`config.mk`:
```
export PLATFORM = sky130hd
export DESIGN_NAME = fexp_fifo
export DESIGN_NICKNAME = d
export VERILOG_FILES = /design/src/sv/fast_exp_float32_unit_macros.svh /design/src/sv/fexp_pkg.sv /design/src/sv/fexp_fifo.sv
export SDC_FILE = /design/constraint.sdc
export NUM_CORES = 1
export LEC_CHECK = 0
export ABC_AREA = 1
export BUFFER_PORTS_ARGS = -buffer_cell sky130_fd_sc_hd__buf_2
export CORE_AREA = 4 4 41 43
export DETAILED_ROUTE_END_ITERATION = 8
export DIE_AREA = 0 0 45 47
export SYNTH_ARGS = -nofsm -noshare
export SYNTH_HDL_FRONTEND = slang
export SYNTH_SLANG_ARGS = --single-unit
```
`constraint.sdc`:
```
create_clock -name clk -period 1.1 [get_ports clk]
set_clock_uncertainty 0.05 [all_clocks]
set_input_delay 0.165 -clock clk [delete_from_list [all_inputs] [get_ports clk]]
set_output_delay 0.165 -clock clk [all_outputs]
set_load 0.01 [all_outputs]
```
`src/sv/fast_exp_float32_unit_macros.svh`:
```
// Assertion macros for the fast exponential unit.
// Each macro expands to a labeled concurrent assertion clocked on clk and
// disabled while rst_n is low. With SYNTH defined they expand to nothing.
`ifndef FAST_EXP_FLOAT32_UNIT_MACROS_SVH
`define FAST_EXP_FLOAT32_UNIT_MACROS_SVH

`ifndef SYNTH

// The consequent must hold in the same cycle as the antecedent.
`define FEU_ASSERT_IMPLY(label, ante, cons) \
  label: assert property (@(posedge clk) disable iff (!rst_n) (ante) |-> (cons)) \
    else $error("fast_exp_float32_unit: same-cycle check failed");

// The consequent must hold in the cycle after the antecedent.
`define FEU_ASSERT_NEXT(label, ante, cons) \
  label: assert property (@(posedge clk) disable iff (!rst_n) (ante) |=> (cons)) \
    else $error("fast_exp_float32_unit: next-cycle check failed");

`else

`define FEU_ASSERT_IMPLY(label, ante, cons)
`define FEU_ASSERT_NEXT(label, ante, cons)

`endif

`endif

```
`src/sv/fexp_pkg.sv`:
```
`timescale 1ns / 1ps

package fexp_pkg;

  // Default configuration.
  localparam int FRAC_BITS_DEF = 24;
  localparam int MID_DEPTH_DEF = 8;
  localparam int OUT_DEPTH_DEF = 16;

  // Constants held as Q2.30 integers.
  localparam logic [63:0] Q30_LOG2E = 64'd1549082005;
  localparam logic [63:0] Q30_C0    = 64'd1073741824;
  localparam logic [63:0] Q30_C1    = 64'd744261118;
  localparam logic [63:0] Q30_C2    = 64'd257941248;
  localparam logic [63:0] Q30_C3    = 64'd59597083;
  localparam logic [63:0] Q30_C4    = 64'd10327387;
  localparam logic [63:0] Q30_C5    = 64'd1431680;

  // Input magnitudes are clamped to this integer value.
  localparam logic [63:0] CLAMP_INT = 64'd88;

  // Float32 field codes and limits.
  localparam logic [7:0] EXP_NAN   = 8'hFF;
  localparam logic [7:0] EXP_CLAMP = 8'd134;  // every exponent from here up clamps
  localparam int         EXP_UNIT  = 150;     // bias plus mantissa width
  localparam logic signed [8:0] EXP_BIAS = 9'sd127;
  localparam logic signed [8:0] N_MIN    = -9'sd126;
  localparam int         MANT_W    = 23;

  // Classification of one item, decided by the front end.
  typedef struct packed {
    logic nan;    // input was a NaN: result is +0
    logic under;  // integer part below the smallest normal exponent
  } fexp_cls_t;

  // Round a Q2.30 constant half up to frac_bits fraction bits.
  function automatic logic [63:0] fexp_to_qf(input logic [63:0] c30, input int frac_bits);
    int s;
    s = 30 - frac_bits;
    if (s == 0) begin
      return c30;
    end
    return (c30 + (64'd1 << (s - 1))) >> s;
  endfunction

endpackage

```
`src/sv/fexp_fifo.sv`:
```
`timescale 1ns / 1ps

module fexp_fifo import fexp_pkg::*; #(
  parameter int WIDTH = 1,
  parameter int DEPTH = 2
) (
  input  logic             clk,
  input  logic             rst_n,
  input  logic             push,
  input  logic [WIDTH-1:0] wdata,
  input  logic             pop,
  output logic [WIDTH-1:0] rdata,
  output logic             empty
);

  localparam int AW = (DEPTH > 1) ? $clog2(DEPTH) : 1;
  localparam int CW = $clog2(DEPTH + 1);

  logic [WIDTH-1:0] mem_r [DEPTH];
  logic [AW-1:0]    wr_ptr_r, wr_ptr_nxt;
  logic [AW-1:0]    rd_ptr_r, rd_ptr_nxt;
  logic [CW-1:0]    cnt_r, cnt_nxt;

  // Pushes are kept in bounds by the credit counters upstream and pops by the empty checks.
  always_comb begin
    wr_ptr_nxt = wr_ptr_r;
    rd_ptr_nxt = rd_ptr_r;
    cnt_nxt    = cnt_r;
    if (push) begin
      wr_ptr_nxt = (wr_ptr_r == AW'(DEPTH - 1)) ? '0 : wr_ptr_r + 1'b1;
    end
    if (pop) begin
      rd_ptr_nxt = (rd_ptr_r == AW'(DEPTH - 1)) ? '0 : rd_ptr_r + 1'b1;
    end
    if (push && !pop) begin
      cnt_nxt = cnt_r + 1'b1;
    end else if (pop && !push) begin
      cnt_nxt = cnt_r - 1'b1;
    end
  end

  always_ff @(posedge clk) begin
    if (!rst_n) begin
      wr_ptr_r <= '0;
      rd_ptr_r <= '0;
      cnt_r    <= '0;
    end else begin
      wr_ptr_r <= wr_ptr_nxt;
      rd_ptr_r <= rd_ptr_nxt;
      cnt_r    <= cnt_nxt;
    end
  end

  always_ff @(posedge clk) begin
    if (push) begin
      mem_r[wr_ptr_r] <= wdata;
    end
  end

  assign rdata = mem_r[rd_ptr_r];
  assign empty = (cnt_r == '0);

endmodule

```
Word-level counts from Yosys, hierarchy flattened
Memory sizes are Yosys's and may differ from the RTL's. A register that Yosys moved wholly into a read port is not among the register bits.
Cells that the tools add are included.
{ "totals": {"ff_bits": 4, "latchBits": 0, "ramBits": 2, "mem_bits_ro": 0, "input_bits": 5, "n_memories": 1} }
{ "memory_table": {"columns": ["memory", "words", "width", "read_ports", "rd_ports_with_merged_regs", "wr", "line", "text"], "rows": [
  ["mem_r", 2, 1, 1, 1, 1, "fexp_fifo.sv:19", "logic [WIDTH-1:0] mem_r [DEPTH];"]
]} }
{ "op_classes": {"add_sub_neg": 4, "n_mul": 0, "div": 0, "n_lt_le_gt_ge": 0, "n_eq_ne": 0, "shifts": 0, "n_mux": 8, "bitwise": 0, "n_reduce_logical": 6} }
{ "op_table": {"columns": ["cell", "count"], "rows": [
  ["$mux W1", 6],
  ["$mux W2", 2],
  ["$add A1 B1 Y1 const B", 2],
  ["$add A2 B1 Y2 const B", 1],
  ["$logic_and A1 B1 Y1", 2],
  ["$logic_not A1 Y1", 2],
  ["$logic_not A2 Y1", 1],
  ["$reduce_bool A2 Y1", 1],
  ["$sub A2 B1 Y2 const B", 1]
]} }

Depth between registers and ports, before layout
{ "logic_depth": {"ltp_word": 4, "depth_mapped": 8} }

Worst setup path before layout
Ideal clock, no wire load.
{ "synth_timing": {"path_kind": "input port to flip-flop", "startpoint": "input port pop", "endpoint": "register cnt_r[1]", "setup_time_ps": 64, "arrival_ps": 759, "slack_ps": 227, "cell_stages": 7, "cell_sequence": "inv_1 -> ha_1 -> inv_1 -> nand3_1 -> nand2_1 -> inv_1 -> nor2_1"} }
{ "synth_via": {"elab_chain_cells": 3} }
{ "synth_rtl": {"columns": ["item", "line", "text"], "rows": [
  ["start: declaration", "fexp_fifo.sv:11", "input logic pop,"],
  ["$logic_not A1 Y1", "fexp_fifo.sv:35", "if (push && !pop) begin"],
  ["$logic_and A1 B1 Y1", "fexp_fifo.sv:35", null],
  ["$mux W2 / $reduce_bool A2 Y1 (equally long branches)", null, null],
  ["end signal: assignment", "fexp_fifo.sv:50", "cnt_r <= cnt_nxt;"],
  ["end: declaration", "fexp_fifo.sv:22", "logic [CW-1:0] cnt_r, cnt_nxt;"]
]} }
Parallel ways exist; a longest one is shown, timed or not.
A chain may end at the register's enable or synchronous reset.

==> metrics.md <==
| Metric | Value |
|---|---|
| Status | `complete, but fails checks` |
| Violations in the final reports | `setup timing` |
| Top Ports | `7` |
| Post-layout power | `613.6 uW` |
| Critical path class | `flop to output port` |
| Final Hold Vio Count | `0` |
| Layout overhead on the synthesized area | `28.99%` |
| Die Span Y | `47 um` |
| Post-DP HPWL | `383.4 um` |
| Avg Cell Area, Syn | `8.048 um^2` |
| Initial antenna violation count | `0` |
| Final core occ | `0.2952` |
| Synth Net Count | `43` |
| Critical Path End Type | `output port` |
| Register bit total from synthesis | `7` |
| CTS H-tree lvls | `1` |
| Critical path fanouts, max | `1` |
| Peak supply drop | `0.8190 mV` |
| WL/cell | `7.387 um` |
| CTS tree | `built` |
| Pwr dens | `1597 nW/um^2` |
| Clk Latency, worst-skew pair | `240 ps` |
| First-pass GRT wire length | `931 um` |
| Fin crit share | `1.092` |
| Setup WS pre-CTS | `23.41 ps` |
| Number of global-route vias before repair | `235` |
| Clk root buf | `clkbuf_4` |
| Register area share after synthesis | `0.5378` |
| Worst Hold Depth | `1` |
| CTS sink count | `7` |
| Leakage | `0.0001984 uW` |
| Final min period | `1201 ps` |
| Total Routing Usage GR | `0.06593` |
| Most frequent cells in the layout | `nor2_1 (8), inv_1 (7), nand2_1 (7)` |
| Required @ worst endpoint | `880 ps` |
| Synth unique cells | `13` |
| CP arrival | `990 ps` |
| Synth warn | `0` |
| Post-Syn Area | `297.8 um^2` |
| Clock transition at path regs | `50 ps` |
| Slew margin rel. | `0.9091` |
| Initial Util | `0.2288` |
| Cell Count, Final, Fillers Out | `62` |
| Drt pass-1 iters | `2` |
| Final #Nets | `54` |
| Synth Instances | `37` |
| Placed Cells | `58` |
| ANT cells | `0` |
| CTS buffer count | `3` |
| Max Root-Sink Buffers | `2` |
| Commonest non-fill, non-tap cell in the layout | `nor2_1` |
| Slew Limit Fails | `0` |
| Total gr overflow | `0` |
| Post-DR vias/cell | `3.839` |
| Antenna viol nets, final | `0` |
| Final wirelength | `458 um` |
| Critical path launch point type | `flop` |
| RSZ-0062 raised after global routing | `true` |
| Least-Margin Pin Slew | `134.9 ps` |
| Postcts setup bufs | `0` |
| GPL Wtd Cong | `0.6591` |
| Die X | `45 um` |
| Iteration-0 DRC count of the detailed router | `2` |
| Max-cap violation count | `0` |
| Hold/Removal Path Class | `primary input to flop` |
| Core ar. | `1301 um^2` |
| Worst reg-to-reg path cell count | `6` |
| Largest net degree at the start of global routing | `5` |
| Share of cells above drive strength 1 | `0.2766` |
| Worst setup margin | `-101.0 ps` |
| Fmax | `0.8326 GHz` |
| DIE AREA | `2115 um^2` |
| Remaining DRCs | `0` |
| Port-buffer cells | `6` |
| Worst hold margin | `65.35 ps` |
| Routed via count | `238` |
| Final setup fails | `1` |
| Row count | `13` |
==> power by group <==
part	switching, uW	internal (uW)
Clock	85.0	138
Sequential	12.2	289
Combinational	47.1	42.7
Total	144	469
==> metrics by stage <==
step / setup TNS, ps / area [um^2]
detailed placement: 0 / 346.6
CTS: -119.5 / 384.1
floorplan: 0 / 297.8
global placement: 0 / 346.6
global route: -166.6 / 384.1
finish: -101.0 / 384.1
==> layout make-up <==
type	count	area, um^2
fillers	146	917.1
flip-flops and latches	7	161.4
multi-input cells	22	111.4
repair buffers	6	36.28
inverters	8	30.03
clock buffers	4	26.28
well taps	15	18.77
==> cell usage after synthesis, drive strengths merged <==
cell type / n / share of area
ha: 1 / 0.042
nor2: 8 / 0.10
mux2: 1 / 0.038
dfxtp: 5 / 0.34
nand2: 8 / 0.11
inv: 8 / 0.10
nand3: 1 / 0.017
edfxtp: 2 / 0.20
nand4: 1 / 0.021
a21oi: 1 / 0.017
o21ai: 1 / 0.017
==> layer usage <==
| layer | GRT usage | vias to the layer above | part of all wire |
|---|---|---|---|
| met1 | 0.07390 | 100 | 0.45 |
| met5 | 0 | - | 0 |
| met3 | 0.06897 | 0 | 0.066 |
| li1 | - | 132 | - |
| met2 | 0.09322 | 6 | 0.48 |
| met4 | 0 | 0 | 0 |
==> critical path: stages (launching register included) <==
cell and delay, ps:
edfxtp_1 350, mux2_4 270, buf_6 120
==> worst paths after layout <==
check	slack (ps)	end	from
max	-100	rdata	mem_r[0]
min	70	mem_r[1]	wdata
max reg2reg	260	cnt_r[1]	cnt_r[0]
min reg2reg	450	cnt_r[0]	cnt_r[0]
==> what timing repair did <==
item / in CTS / in global routing
setup endpoints to repair: 1 / 1
hold buffers: 0 / 0
gates resized for setup: 3 / 0
hold endpoints to repair: 0 / 0
==> logic make-up after synthesis <==
family	share of synthesized area
AND/OR/NAND/NOR	0.2479
multiplexers	0.03781
adder cells (fa/ha/maj)	0.04201
buffers and inverters	0.1008
AO/OA/AOI/OAI	0.03358
flip-flops	0.5378
No activity file was read; power rests on OpenSTA's default activity.
