==> src/sv/fast_exp_float32_unit_macros.svh <==
// Assertion macros for the fast exponential unit.
// Each macro expands to a labeled concurrent assertion clocked on clk and
// disabled while rst_n is low. With SYNTH defined they expand to nothing.
`ifndef FAST_EXP_FLOAT32_UNIT_MACROS_SVH
`define FAST_EXP_FLOAT32_UNIT_MACROS_SVH

`ifndef SYNTH

// The consequent must hold in the same cycle as the antecedent.
`define FEU_ASSERT_IMPLY(label, ante, cons) \
  label: assert property (@(posedge clk) disable iff (!rst_n) (ante) |-> (cons)) \
    else $error("fast_exp_float32_unit: same-cycle check failed");

// The consequent must hold in the cycle after the antecedent.
`define FEU_ASSERT_NEXT(label, ante, cons) \
  label: assert property (@(posedge clk) disable iff (!rst_n) (ante) |=> (cons)) \
    else $error("fast_exp_float32_unit: next-cycle check failed");

`else

`define FEU_ASSERT_IMPLY(label, ante, cons)
`define FEU_ASSERT_NEXT(label, ante, cons)

`endif

`endif

==> src/sv/fexp_pkg.sv <==
`timescale 1ns / 1ps

package fexp_pkg;

  // Default configuration.
  localparam int FRAC_BITS_DEF = 24;
  localparam int MID_DEPTH_DEF = 8;
  localparam int OUT_DEPTH_DEF = 16;

  // Constants held as Q2.30 integers.
  localparam logic [63:0] Q30_LOG2E = 64'd1549082005;
  localparam logic [63:0] Q30_C0    = 64'd1073741824;
  localparam logic [63:0] Q30_C1    = 64'd744261118;
  localparam logic [63:0] Q30_C2    = 64'd257941248;
  localparam logic [63:0] Q30_C3    = 64'd59597083;
  localparam logic [63:0] Q30_C4    = 64'd10327387;
  localparam logic [63:0] Q30_C5    = 64'd1431680;

  // Input magnitudes are clamped to this integer value.
  localparam logic [63:0] CLAMP_INT = 64'd88;

  // Float32 field codes and limits.
  localparam logic [7:0] EXP_NAN   = 8'hFF;
  localparam logic [7:0] EXP_CLAMP = 8'd134;  // every exponent from here up clamps
  localparam int         EXP_UNIT  = 150;     // bias plus mantissa width
  localparam logic signed [8:0] EXP_BIAS = 9'sd127;
  localparam logic signed [8:0] N_MIN    = -9'sd126;
  localparam int         MANT_W    = 23;

  // Classification of one item, decided by the front end.
  typedef struct packed {
    logic nan;    // input was a NaN: result is +0
    logic under;  // integer part below the smallest normal exponent
  } fexp_cls_t;

  // Round a Q2.30 constant half up to frac_bits fraction bits.
  function automatic logic [63:0] fexp_to_qf(input logic [63:0] c30, input int frac_bits);
    int s;
    s = 30 - frac_bits;
    if (s == 0) begin
      return c30;
    end
    return (c30 + (64'd1 << (s - 1))) >> s;
  endfunction

endpackage

==> src/sv/fexp_front.sv <==
`timescale 1ns / 1ps

module fexp_front import fexp_pkg::*; #(
  parameter int FRAC_BITS = FRAC_BITS_DEF,
  parameter int MID_DEPTH = MID_DEPTH_DEF
) (
  input  logic                 clk,
  input  logic                 rst_n,
  input  logic                 in_push,
  input  logic [31:0]          in_x_bits,
  output logic                 in_full,
  input  logic                 mid_pop,
  output logic                 mid_push,
  output fexp_cls_t            mid_cls,
  output logic signed [8:0]    mid_n,
  output logic [FRAC_BITS-1:0] mid_f
);

  localparam int MW    = FRAC_BITS + 7;   // clamped magnitude, up to 88.0
  localparam int LW    = FRAC_BITS + 1;   // log2(e) in QF
  localparam int HW    = MW - 16;         // high part of the magnitude
  localparam int HPW   = HW + LW;
  localparam int LPW   = 16 + LW;
  localparam int SUMW  = HPW + 1;
  localparam int YW    = FRAC_BITS + 7;   // scaled magnitude stays below 127.0
  localparam int CW    = $clog2(MID_DEPTH + 1);

  localparam logic [LW-1:0] LG  = LW'(fexp_to_qf(Q30_LOG2E, FRAC_BITS));
  localparam logic [MW-1:0] LIM = MW'(CLAMP_INT << FRAC_BITS);

  logic          accept;
  logic [CW-1:0] used_r, used_nxt;

  // Stage 1: float to fixed point with clamp.
  logic [7:0]        e, e_eff;
  logic [23:0]       m;
  logic signed [9:0] sh;
  logic [9:0]        rs;
  logic [63:0]       wide;
  logic [MW-1:0]     mag;
  logic              nan;

  logic          v1_r, sign1_r, nan1_r;
  logic [MW-1:0] mag1_r;

  // Stage 2: split multiply by log2(e).
  logic [HW-1:0]  xh;
  logic [15:0]    xl;
  logic [HPW-1:0] hi_prod;
  logic [LPW-1:0] lo_prod;

  logic           v2_r, sign2_r, nan2_r;
  logic [HPW-1:0] hi2_r;
  logic [LW-1:0]  lo2_r;

  // Stage 3: sum and rescale.
  logic [SUMW-1:0] sum;
  logic            v3_r, sign3_r, nan3_r;
  logic [YW-1:0]   ymag3_r;

  // Split into integer part and fraction.
  logic [6:0]           ip;
  logic [FRAC_BITS-1:0] fr;
  logic                 carry;
  logic signed [8:0]    npos;

  assign accept = in_push && !in_full;

  always_comb begin
    e     = in_x_bits[30:23];
    nan   = (e == EXP_NAN) && (in_x_bits[22:0] != '0);
    e_eff = (e == '0) ? 8'd1 : e;
    m     = (e == '0) ? {1'b0, in_x_bits[22:0]} : {1'b1, in_x_bits[22:0]};
    sh    = $signed({2'b00, e_eff}) + $signed(10'(FRAC_BITS - EXP_UNIT));
    rs    = -sh;
    if (!sh[9]) begin
      wide = 64'(m) << sh[5:0];
    end else if (rs[9:6] != '0) begin
      wide = '0;
    end else begin
      wide = 64'(m) >> rs[5:0];
    end
    if (e >= EXP_CLAMP || wide > 64'(LIM)) begin
      mag = LIM;
    end else begin
      mag = wide[MW-1:0];
    end
  end

  always_comb begin
    xh      = mag1_r[MW-1:16];
    xl      = mag1_r[15:0];
    hi_prod = HPW'(xh) * HPW'(LG);
    lo_prod = LPW'(xl) * LPW'(LG);
  end

  assign sum = SUMW'(hi2_r) + SUMW'(lo2_r);

  // A negative y is rounded down, so the fraction is the complement.
  always_comb begin
    ip    = ymag3_r[YW-1:FRAC_BITS];
    fr    = ymag3_r[FRAC_BITS-1:0];
    carry = (fr != '0);
    npos  = $signed({2'b00, ip});
    if (sign3_r) begin
      mid_n = -(npos + $signed({8'd0, carry}));
      mid_f = '0 - fr;
    end else begin
      mid_n = npos;
      mid_f = fr;
    end
    mid_cls.nan   = nan3_r;
    mid_cls.under = !nan3_r && (mid_n < N_MIN);
  end

  assign mid_push = v3_r;

  always_ff @(posedge clk) begin
    if (!rst_n) begin
      v1_r <= 1'b0;
      v2_r <= 1'b0;
      v3_r <= 1'b0;
    end else begin
      v1_r <= accept;
      v2_r <= v1_r;
      v3_r <= v2_r;
    end
  end

  always_ff @(posedge clk) begin
    mag1_r  <= mag;
    sign1_r <= in_x_bits[31];
    nan1_r  <= nan;
    hi2_r   <= hi_prod;
    lo2_r   <= lo_prod[LPW-1:16];
    sign2_r <= sign1_r;
    nan2_r  <= nan1_r;
    ymag3_r <= sum[FRAC_BITS-16 +: YW];
    sign3_r <= sign2_r;
    nan3_r  <= nan2_r;
  end

  // One credit per queue entry, taken on accept and returned when the back end pops.
  always_comb begin
    used_nxt = used_r;
    if (accept && !mid_pop) begin
      used_nxt = used_r + 1'b1;
    end else if (mid_pop && !accept) begin
      used_nxt = used_r - 1'b1;
    end
  end

  always_ff @(posedge clk) begin
    if (!rst_n) begin
      used_r <= '0;
    end else begin
      used_r <= used_nxt;
    end
  end

  assign in_full = (used_r == CW'(MID_DEPTH));

endmodule

==> config.mk <==
export PLATFORM = sky130hd
export DESIGN_NAME = fexp_front
export DESIGN_NICKNAME = d
export VERILOG_FILES = /design/src/sv/fast_exp_float32_unit_macros.svh /design/src/sv/fexp_pkg.sv /design/src/sv/fexp_front.sv
export SDC_FILE = /design/constraint.sdc
export NUM_CORES = 1
export LEC_CHECK = 0
export BUFFER_PORTS_ARGS = -buffer_cell sky130_fd_sc_hd__buf_2
export CAP_MARGIN = 0
export CORE_MARGIN = 8
export CORE_UTILIZATION = 65
export CTS_BUF_LIST = sky130_fd_sc_hd__clkbuf_4
export CTS_CLUSTER_DIAMETER = 60
export CTS_CLUSTER_SIZE = 25
export DETAILED_ROUTE_END_ITERATION = 7
export GPL_ROUTABILITY_DRIVEN = 0
export PLACE_DENSITY = 0.85
export SLEW_MARGIN = 20
export SYNTH_ARGS = -nofsm -noshare
export SYNTH_HDL_FRONTEND = slang
export SYNTH_SLANG_ARGS = --single-unit
==> constraint.sdc <==
create_clock -name clk -period 7.5 [get_ports clk]
set_clock_uncertainty 0.15 [all_clocks]
set_input_delay 1.5 -clock clk [delete_from_list [all_inputs] [get_ports clk]]
set_output_delay 1.5 -clock clk [all_outputs]
set_load 0.005 [all_outputs]
# [Yosys cells after proc, flatten, opt, wreduce, memory -nomap -nowiden]
# Cells that the tools add are included.
[op_classes] add_sub_neg=8 n_mul=2 order_cmp=3 n_eq_ne=2 n_shift=2 muxes=8 reduce_logical=15
[op_table] operator="2-to-1 mux 64 bit" n=2
[op_table] operator="greater-than comparator 64 x 31 -> 1 bit, second input constant" n=1
[op_table] operator="left shift 24 x 6 -> 64 bit" n=1
[op_table] operator="right shift 24 x 6 -> 64 bit" n=1
[op_table] operator="2-to-1 mux 24 bit" n=2
[op_table] operator="multiplier 16 x 24 -> 40 bit, second input constant" n=1
[op_table] operator="adder 39 x 25 -> 39 bit" n=1
[op_table] operator="multiplier 15 x 24 -> 38 bit, second input constant" n=1
[op_table] operator="nonzero test 24 bit" n=1
[op_table] operator="subtractor 1 x 24 -> 24 bit, first input constant" n=1
[op_table] operator="nonzero test 23 bit" n=1
[op_table] operator="adder 9 x 8 -> 10 bit, second input constant" n=1
[op_table] operator="negation 10 bit" n=1
[op_table] operator="< comparator 9 x 8 -> 1 bit, second input constant" n=1
[op_table] operator="2-to-1 mux 9 bit" n=1
[op_table] operator="negation 8 -> 9 bit" n=1
[op_table] operator="adder 7 x 1 -> 8 bit" n=1
[op_table] operator="equality test 8 bit, second input constant" n=1
[op_table] operator="greater-or-equal comparator 8 bit, second input constant" n=1
[op_table] operator="logical NOT 8 bit" n=1
[op_table] operator="2-to-1 mux 4 bit" n=2
[op_table] operator="2-to-1 mux 8 bit" n=1
[op_table] operator="logical AND 1 bit" n=5
[op_table] operator="adder 4 x 1 -> 4 bit, second input constant" n=1
[op_table] operator="other kinds (6)" n=9
[word_totals] ff_bits=138 in_bits=36 output_inout_bits=37 wordCells=54

# [Logic depth before layout (Yosys ltp)]
[logic_depth] ltp_word=9 mapped_depth=24 mapped_depth_nobuf=24

# [Worst setup path before layout]
# No wires, ideal clock.
[synth_timing] kind="reg2reg" start="reg mag1_r[8]" end="reg lo2_r[24]" setup_ns=0.135 arrival_time_ns=5.976 t_required_ns=7.215 path_slack_ns=1.239 stages_incl_launch_ff=23 path_buffers=0 synth_period_minus_slack_ns=6.261 path_cell_list="dfxtp_1 fa_1 inv_1 fa_1 inv_1 ha_1 inv_1 fa_1 fa_1 fa_1 inv_1 ha_1 a21o_1 a21o_1 a211oi_1 o21ai_0 o2111a_1 nand4_1 o211ai_1 nor4_1 nor3_1 a2111oi_0 xnor2_1"
[synth_via] elab_chain_cells=1
[synth_rtl] item="start: declaration" line="fexp_front.sv:44" source="logic [MW-1:0] mag1_r;"
[synth_rtl] item="start signal: assignment" line="fexp_front.sv:131" source="mag1_r <= mag;"
[synth_rtl] item="multiplier 16 x 24 -> 40 bit" line="fexp_front.sv:94" source="lo_prod = LPW'(xl) * LPW'(LG);"
[synth_rtl] item="net lo_prod[40]" line="fexp_front.sv:50" source="logic [LPW-1:0] lo_prod;"
[synth_rtl] item="end signal: assignment" line="fexp_front.sv:135" source="lo2_r <= lo_prod[LPW-1:16];"
[synth_rtl] item="end: declaration" line="fexp_front.sv:54" source="logic [LW-1:0] lo2_r;"
# The timed path passes the listed nets, and every way through them passes these cells.
# A chain may end at the register's enable or synchronous reset.

# [Worst setup path in the final report]
# Ends and elaborated chain as after synthesis.

==> flow_summary.yaml <==
global_routing:
  grt_pass1_wl_microns: 92500
  grt_remaining_overflow: 0
  gr-usage-met2_pct: 49.9
  grt_max_degree: 57
  use_met1_pct: 35.5
  grt_util_all_layers_pct: 29.8
  grt_use_met3_pct: 7.39
  antenna_found_initial: 1
  grt.busiest_layer: "met2"
  grt_pass1_vias: 18345
timing:
  min_period_ns: 7.05
  holdWs_ns: 0.195
  period_share_pct: 94.0
  setup_tns_ns: 0
  hold_viol: 0
  setup_viol: 0
  drv_slew: 0
  fmax_ghz: 0.142
  grt_setup_unrepaired: "no"
  slew_headroom_pct: 28.5
  worst_slew_pin_slew_ns: 1.07
logic_synthesis:
  syn-instance-count: 2301
  ys_seq_area_share_pct: 13.1
  synth_top_cell_by_area: "fa_1"
  synthFlopType: "dfxtp_1"
  synthesis.area_sq_mm: 0.0210
  synthArstFlopShare_pct: 0
  synthTopCellsByArea: "fa_1, ha_1, dfxtp_1"
  synth.distinct_cells: 88
  synth_top_area_share_pct: 22.8
  synth_nets: 2935
  synth_edf_count: 0
  ys_top_cells_by_count: "inv_1, ha_1, fa_1"
  ys_ff_latch: 137
  syn_area_per_cell_sq_um: 9.12
  yosysMostFrequentCell: "inv_1"
  ys_warn_count: 0
clock_network:
  postCtsSetupRepairBufs: 0
  max-clock-path-buffers: 2
  htreeDepth: 4
  root_buffer: "clkbuf_4"
  clk_latency_ns: 0.59
  cts_tree: "done"
  ctsResizeCount: 0
  clk_pin_slew_ns: 0.16
  hold_buffers: 0
  cts_buffers: 17
  clock_sinks: 137
status:
  violations: "design-rule violations"
  status: "finished with violations"
routing:
  first_pass_iters: 8
  vias_per_cell: 6.37
  post-route-drc-count: 167
  drt-total-wl_microns: 56800
  vias: 17549
  wl_per_cell_microns: 20.6
  postRouteAntennaNets: 0
  drt_iter0_drc: 2166
floorplan:
  io_pins: 73
  start_util_pct: 66.3
  dieArea_sq_mm: 0.0383
  core_sq_mm: 0.0316
  rows: 65
  die_y_microns: 196
  die_width_microns: 196
place:
  io_buffers: 72
  dp_hpwl_microns: 46000
layout:
  syn_to_final_growth_pct: 4.51
  nNetsFinal: 2972
  finish.utilization_pct: 69.3
  layout-drive-gt1-share_pct: 7.19
pwr:
  power_frac_clock_pct: 11.2
  swShare_pct: 47.7
  intPower_mw: 2.48
  p_leak_nw: 11.3
  comb_power_share_pct: 64.5
  pwr-share-seq_pct: 24.3
  ir_worst_vdd_mv: 0.161
  powerDensity_mw_per_mm2: 216
  p_sw_mw: 2.26
worst_setup_path:
  endpoint_kind: "register"
  start_kind: "register"
  crit_path_max_fanout: 7
  cp-startpoint: "mag1_r[8]$_SDFF_PP0_"
  required_ns: 7.81
  critPathArrivalTime_ns: 7.36
  r2r-start: "mag1_r[8]$_SDFF_PP0_"
  critPathKind: "register to register"
worst_hold_path:
  hp-class: "register to register"
  holdCritStartpoint: "nan1_r$_DFF_P_"
flow_run:
  max-cap-violations: 0
-- state kept, by name (all words and copies together) (netlist names) --
register,count
v2_r,1
mag1_r,31
v1_r,1
sign2_r,1
nan2_r,1
nan3_r,1
used_r,4
ymag3_r,31
nan1_r,1
sign1_r,1
sign3_r,1
lo2_r,24
hi2_r,38
mid_push,1
-- logic make-up (layout without fill, tap and decap cells) --
group	count (synthesis)	after routing	share of synthesized area [%]
AOI/OAI and AO/OA	440	440	14.2
xor gates and xnor gates	132	132	5.58
adders and majority gates	598	598	44.2
buffers and inverters	517	567	9.61
DFF	137	137	13.1
muxes	54	54	3.21
other	0	1	0
and+or+nand+nor	423	423	10.1
-- worst max-delay path, cell delays in order, from the launching register on --
cell       delay [ns]
dfxtp_1          0.47
fa_1             0.61
inv_1            0.07
fa_1             0.53
inv_1            0.05
ha_1             0.26
inv_1            0.05
fa_1             0.50
fa_1             0.52
fa_1             0.55
inv_1            0.04
ha_1             0.30
a21o_1           0.19
a21o_1           0.18
a211oi_1         0.37
o21ai_0          0.24
o2111a_1         0.35
nand4_1          0.13
o211ai_1         0.15
nor4_1           0.42
nor3_1           0.14
a2111oi_0        0.51
xnor2_1          0.14
-- cell type report --
cell class / count / area, sq um
Antenna cell: 1 / 2.50
Timing Repair Buffer: 91 / 500
Multi-Input combinational cell: 1647 / 16200
Clock inverter: 15 / 156
Fill cell: 2312 / 9710
Tap cell: 402 / 503
Clock buffer: 17 / 128
Sequential cell: 137 / 2740
Inverter: 444 / 1670
-- cells in the final DEF (no fill, tap or decap), types with 9 or more instances in the layout --
cell | Yosys | final
o221ai_1 | 10 | 10
nand4_1 | 9 | 9
xor2_1 | 24 | 24
buf_4 | 3 | 18
nand2_1 | 90 | 90
a31oi_1 | 16 | 16
and3_1 | 13 | 13
a21o_1 | 26 | 26
mux2i_1 | 38 | 38
o21a_1 | 15 | 15
nor2b_1 | 27 | 27
o21ai_0 | 83 | 83
or3_1 | 25 | 25
nor4_1 | 15 | 15
nand3_1 | 31 | 31
nor3_1 | 36 | 36
a21oi_1 | 106 | 106
o31ai_1 | 13 | 13
buf_2 | 19 | 73
nand2b_1 | 15 | 15
dfxtp_1 | 137 | 137
fa_1 | 239 | 239
a22oi_1 | 10 | 10
inv_1 | 444 | 444
xnor2_1 | 106 | 105
a211oi_1 | 19 | 19
o211ai_1 | 19 | 19
o22ai_1 | 16 | 16
o21bai_1 | 12 | 12
mux4_2 | 10 | 10
ha_1 | 359 | 359
nor2_1 | 119 | 119
clkbuf_4 | 0 | 17
-- path summary, 6_finish.rpt --
path | to | slack (ns) | depth (start not counted)
worst max register to register | lo2_r[24]$_DFF_P_ | 0.45 | 22
worst min-delay path | nan2_r$_DFF_P_ | 0.19 | 0
worst min register to register | nan2_r$_DFF_P_ | 0.19 | 0
worst max-delay path | lo2_r[24]$_DFF_P_ | 0.45 | 22
-- routing by layer --
layer,part of all wire [%],vias to the layer above
met5,0,-
met4,5.3,0
met3,11,306
met2,47,1081
met1,38,8309
li1,-,7853
-- power groups by stage --
stage | registers [mW] | logic [mW] | clock network [mW]
floorplan | 1.12 | 2.21 | 0
global placement | 1.16 | 2.82 | 0
detailed placement | 1.17 | 2.96 | 0
CTS | 1.15 | 3.01 | 0.536
global route | 1.18 | 3.40 | 0.567
finish | 1.15 | 3.06 | 0.530
-- through the flow --
stage	setup slack, ns	instances	power (mW)	area, sq um
after CTS	0.532	2752	4.70	21900
after detailed placement	0.587	2720	4.13	21600
final	0.450	2754	4.74	21900
after global routing	0.0526	2754	5.15	21900
after global placement	0.808	2720	3.98	21600
after floorplan	1.24	2301	3.33	21000
Note: power is estimated with default switching activity, not from simulation.
